--- src/rtl/msd_pkg.sv ---
// Shared types, constants and helpers for the mean squared displacement block.
package msd_pkg;

    localparam int MAX_FRAMES_DEF    = 64;
    localparam int MAX_ATOMS_DEF     = 1024;
    localparam int POS_FRAC_BITS_DEF = 16;

    localparam int POS_W      = 32;
    localparam int IMG_W      = 10;
    localparam int TSTEP_W    = 31;
    localparam int UNW_W      = 48;
    localparam int ACC_W      = 64;
    localparam int TIME_W     = 32;
    localparam int LAG_W      = 6;
    localparam int FRAME_W    = 6;
    localparam int ATOM_W     = 10;
    localparam int FC_W       = 7;
    localparam int AC_W       = 11;
    localparam int CFG_IDX_W  = 3;
    localparam int CFG_DATA_W = 11;
    localparam int IN_DATA_W  = 176;
    localparam int IN_USER_W  = 2;
    localparam int OUT_DATA_W = 296;

    typedef enum logic [1:0] {
        CMD_BOX_LEN,
        CMD_BOX_TILT,
        CMD_ATOM,
        CMD_COMPUTE
    } cmd_t;

    localparam logic [CFG_IDX_W-1:0] REG_FRAME_COUNT = 3'd0;
    localparam logic [CFG_IDX_W-1:0] REG_ATOM_COUNT  = 3'd1;
    localparam logic [CFG_IDX_W-1:0] REG_TRICLINIC   = 3'd2;
    localparam logic [CFG_IDX_W-1:0] REG_SELECT_ALL  = 3'd3;

    typedef enum logic [2:0] {
        ST_CLEAR,
        ST_IDLE,
        ST_ROW0,
        ST_SCAN,
        ST_DRAIN,
        ST_DIV,
        ST_EMIT
    } state_t;

    typedef struct packed {
        logic issue;
        logic clear;
    } sq_ctrl_t;

    function automatic logic [ACC_W-1:0] sat_add(input logic [ACC_W-1:0] a,
                                                 input logic [ACC_W-1:0] b);
        logic [ACC_W:0] s;
        s = {1'b0, a} + {1'b0, b};
        return s[ACC_W] ? {ACC_W{1'b1}} : s[ACC_W-1:0];
    endfunction

endpackage

--- src/rtl/msd_div.sv ---
// Four-lane restoring divider sharing one divisor, one quotient bit per cycle.
module msd_div import msd_pkg::*; #(
    parameter int PC_W = 16
) (
    input  logic                  aclk,
    input  logic                  aresetn,
    input  logic                  start,
    input  logic [3:0][ACC_W-1:0] dividend,
    input  logic [PC_W-1:0]       divisor,
    output logic                  busy,
    output logic [3:0][ACC_W-1:0] quot
);

    localparam int CNT_W = $clog2(ACC_W + 1);

    logic                  busy_reg;
    logic [CNT_W-1:0]      cnt_reg;
    logic [PC_W-1:0]       d_reg;
    logic [3:0][ACC_W-1:0] q_reg;
    logic [3:0][PC_W-1:0]  rem_reg;

    logic [3:0][PC_W:0]    rs;
    logic [3:0]            qbit;

    always_comb begin
        for (int i = 0; i < 4; i++) begin
            rs[i]   = {rem_reg[i], q_reg[i][ACC_W-1]};
            qbit[i] = rs[i] >= {1'b0, d_reg};
        end
    end

    always_ff @(posedge aclk) begin
        if (!aresetn) begin
            busy_reg <= 1'b0;
        end else if (start) begin
            busy_reg <= 1'b1;
        end else if (busy_reg && cnt_reg == CNT_W'(1)) begin
            busy_reg <= 1'b0;
        end
    end

    always_ff @(posedge aclk) begin
        if (start) begin
            cnt_reg <= CNT_W'(ACC_W);
            d_reg   <= divisor;
            q_reg   <= dividend;
            rem_reg <= '0;
        end else if (busy_reg) begin
            cnt_reg <= cnt_reg - CNT_W'(1);
            for (int i = 0; i < 4; i++) begin
                q_reg[i]   <= {q_reg[i][ACC_W-2:0], qbit[i]};
                rem_reg[i] <= qbit[i] ? PC_W'(rs[i] - {1'b0, d_reg}) : PC_W'(rs[i]);
            end
        end
    end

    assign busy = busy_reg;
    assign quot = q_reg;

endmodule

--- config.mk ---
export PLATFORM = sky130hd
export DESIGN_NAME = msd_div
export DESIGN_NICKNAME = d
export VERILOG_FILES = /design/src/rtl/msd_pkg.sv /design/src/rtl/msd_div.sv
export SDC_FILE = /design/constraint.sdc
export NUM_CORES = 1
export LEC_CHECK = 0
export BUFFER_PORTS_ARGS = -buffer_cell sky130_fd_sc_hd__buf_2
export CAP_MARGIN = 20
export CORE_AREA = 2 2 210 212
export DETAILED_ROUTE_END_ITERATION = 8
export DIE_AREA = 0 0 212 214
export HOLD_SLACK_MARGIN = 0.12
export PLACE_DENSITY = 0.65
export SLEW_MARGIN = 20
export SYNTH_ARGS = -nofsm -noshare
export SYNTH_HDL_FRONTEND = slang
export SYNTH_SLANG_ARGS = --single-unit
--- constraint.sdc ---
create_clock -name aclk -period 10.3 [get_ports aclk]
set_clock_uncertainty 0.05 [all_clocks]
set_input_delay 2.06 -clock aclk [delete_from_list [all_inputs] [get_ports aclk]]
set_output_delay 2.06 -clock aclk [all_outputs]
set_load 0.01 [all_outputs]
---- Word level (Yosys, flattened, before mapping) ----
Index checks and enable logic that the tools add are counted.
cells by class
  $add $sub $neg .......................... 5
  order comparisons ....................... 4
  equality and inequality tests ........... 1
  mux-type cells .......................... 8
  reductions and logical operators ........ 3
operators by type and width
  cell                 count
  $mux 256             2
  $ge 17x16->1         4
  $mux 16              4
  $sub 16x16->16       4
  $eq 7x1->1 const B   1
  $sub 7x1->7 const B  1
  $reduce_bool 2->1    2
  $mux 1               2
  $logic_and 1x1->1    1
storage, ports and cells
  register bits after elaboration ......... 344
  output and inout port bits .............. 257
  word-level logic and storage cells ...... 32

---- Longest topological paths before layout ----
  depth after elaboration ................. 4
  depth in mapped cells ................... 12
  depth with buffers taken out ............ 11

---- Least setup slack after synthesis ----
No wires, ideal clock.
  path type ............................... input port to flip-flop
  start point ............................. input port start
  end point ............................... register q_reg, in the netlist quot[0] (enable)
  setup time .............................. 608 ps
  arrival ................................. 7545 ps
  required time ........................... 9642 ps
  slack ................................... 2098 ps
  stages .................................. 4
  buffers on the path ..................... 2
  path through ............................ clkbuf_1 > nor2_1 > clkbuf_1 > inv_1
on the way
  longest elaborated chain between the ends .. 1
ends and longest elaborated chain
  element                             line           source
  start: declaration                  msd_div.sv:7   input logic start,
  $reduce_bool 2->1 (no source line)  n/a
  end signal: assignment              msd_div.sv:46  q_reg <= dividend;
  end signal: indexed assignment      msd_div.sv:51  q_reg[i] <= {q_reg[i][ACC_W-2:0], qbit[i]};
  end: declaration                    msd_div.sv:19  logic [3:0][ACC_W-1:0] q_reg;
No other way between the ends.
A chain may end at the register's enable or synchronous reset.

---- Worst setup path in the final report ----
  start point ............................. input port start
  end point ............................... register q_reg, in the netlist quot[8] (enable)
The elaborated chain is that of the path after synthesis.

==> metrics.cfg <==
[synth]
synthSimpleGateAreaFrac = 0.0657
synthCells = 1320
synth_nets = 1665
synth_compound_area_frac = 0.0953
postSynthAreaPerCell_um2 = 13.1
ys_ff_latch = 344
yosysSeqAreaShare = 0.557
synthMuxAreaShare = 0.181
synth_flop_cell = edfxtp_1
synth-adder-area-share = 0.0525
synth_warnings = 0
syn-cell-area_um2 = 17300
ys_types = 68
synth_top_family_by_area = multiplexers
async_flop_share = 0
synthXorXnorAreaFrac = 0.0249
synth_edf_count = 272

[cts]
hold_buffers = 0
clkLatencyLatePin_ns = 0.57
cts_setup_buffers = 0
root_buffer = clkbuf_16
path_clk_slew_ns = 0.06
cts_buffer_depth = 3
cts-resized-gates = 0
clkSinkCount = 344
numCtsBuffers = 43
cts_max_level = 2
cts_tree = done

[run_status]
status = completed

[min_path]
hold_class = reg -> reg
holdCritStartpoint = rem_reg[47]

[worst_setup_path]
path_class = in -> reg
cp_max_fo = 142
r2r-start = d_reg[1]
cp-end-kind = register
r2r_slack_ns = 6.68
crit_required_ns = 10.44
cp-start-kind = input pin
cp.arrival_ns = 4.54
worstSetupStartpoint = start

[layout]
postLayoutCellArea_um2 = 21900
area_delta_synth_final_pct = 26.8
largest_reg_flops = 256
fin_util = 0.510
drive_above_1_share = 0.468
fillers = 3850
nets = 2189

[die]
fp.dieH_um = 214
dieArea_um2 = 45400
ioPinCount = 532
core_um2 = 42900
initial_core_util = 0.402
num_rows = 76
die_x_um = 212

[place]
post-place-ws_ns = 5.33
hpwl_um = 40800
postPlaceCellArea_um2 = 20500
gp_congestion = 0.912
portBuffers = 531

[drt]
drc_errors = 0
routedWlPerCell_um = 21.9
wirelength_um = 54200
drt_iter0_drc = 850
firstDrtPassIters = 5
drt.antenna.violating_nets = 0
via_per_inst = 5.24
vias = 12900

[global_routing]
grt_pass1_wl_um = 80000
grt_overflow_total = 0
antenna_found_initial = 23
grt_max_degree = 143
grtUsageTotal = 0.234
grt_pass1_vias = 12900

[sta]
setup_ws_ns = 5.90
max_clock_freq_mhz = 227
min_period_over_period = 0.427
worst_slew_pin_slew_ns = 1.07
finalWorstPathRequiredPeriod_ns = 4.40
rsz0062_at_grt = false
setup_viol = 0
tns_ns = 0
hold_viol_final = 0
max_slew_margin = 0.286
final_max_slew_viol_count = 0

[power_and_ir_drop]
irDropWorstVdd_mv = 0.135
power.leakage_nw = 9.16
powerDensity_nw_per_um2 = 177
fin_total_pwr_mw = 3.88

[job]
maxCapViolations = 0

[power by group]
part | switching, mW | internal, mW
registers | 0.0809 | 1.66
clock network | 0.616 | 0.870
logic | 0.358 | 0.291
total | 1.06 | 2.82
[per-stage QoR]
stage	hold slack [ns]	instances
final	0.414	2471
after global routing	0.439	2466
after CTS	0.411	2464
after detailed placement	0.400	2384
after global placement	0.395	2384
after floorplan	0.376	1320
[cells by family after synthesis]
logic type / Yosys count
compound gates: 239
xor+xnor: 49
fa+ha+maj: 70
buf+inv: 96
flops: 344
mux: 281
simple gates: 241
[cell usage in the layout (no fill, tap or decap), drive strengths merged, types with 11 or more instances in the layout]
cell type  count
mux2i         27
nor2b         15
nand2b        11
clkinv        20
xor2          21
a21o          16
clkbuf        51
o21a          14
o21ai         49
nand2         64
a211oi        27
xnor2         28
ha            66
buf          541
inv           37
nand3         29
dfxtp         72
nor2          73
a21oi         55
mux2         254
edfxtp       272
[synth_stat cells (all sizes together), types with 6 or more instances]
master  number  area share
nand2       64       0.014
edfxtp     272        0.47
nand4        6      0.0022
o21a        14      0.0061
dfxtp       72       0.084
a21oi       55       0.016
o31ai        9      0.0042
nand3       29      0.0084
o21ai       49       0.014
a21o        16      0.0070
buf         10      0.0046
mux2i       27       0.016
clkbuf      52       0.011
nand2b      11      0.0040
ha          66       0.048
a32oi        8      0.0041
mux2       254        0.17
inv         34      0.0074
xor2        21       0.011
a31oi        8      0.0038
o311ai       8      0.0045
nor2        73       0.016
xnor2       28       0.014
a211oi      27       0.012
nor3        10      0.0029
o22ai        7      0.0025
nor2b       15      0.0054
[worst paths after layout]
path                            cells past startpoint          end
worst min-delay path                                2  rem_reg[47]
worst max-delay path                                4      quot[8]
worst max register to register                     10  rem_reg[37]
worst min register to register                      2  rem_reg[47]
[worst max-delay path, stage by stage]
cell,delay [ns]
buf_8,0.50
nor2_2,0.16
inv_8,0.69
buf_4,0.82
[layout make-up]
type / count / area (µm²) / area share
clock inverter: 29 / 249 / 0.0114
multi-input combinational: 880 / 7250 / 0.331
clock buffer: 51 / 1140 / 0.0520
sequential: 344 / 9610 / 0.439
inverter: 34 / 135 / 0.00618
tap: 585 / 732 / 0.0335
antenna: 7 / 17.5 / 0.000801
timing repair buffer: 541 / 2740 / 0.125
[per-layer routing]
layer,up-vias,part of all wire,track usage
li1,6104,-,-
met3,104,0.066,0.0651
met5,-,0.0032,0
met1,6327,0.40,0.283
met2,380,0.50,0.398
met4,26,0.033,0.0843
(Power assumes the default switching activity.)
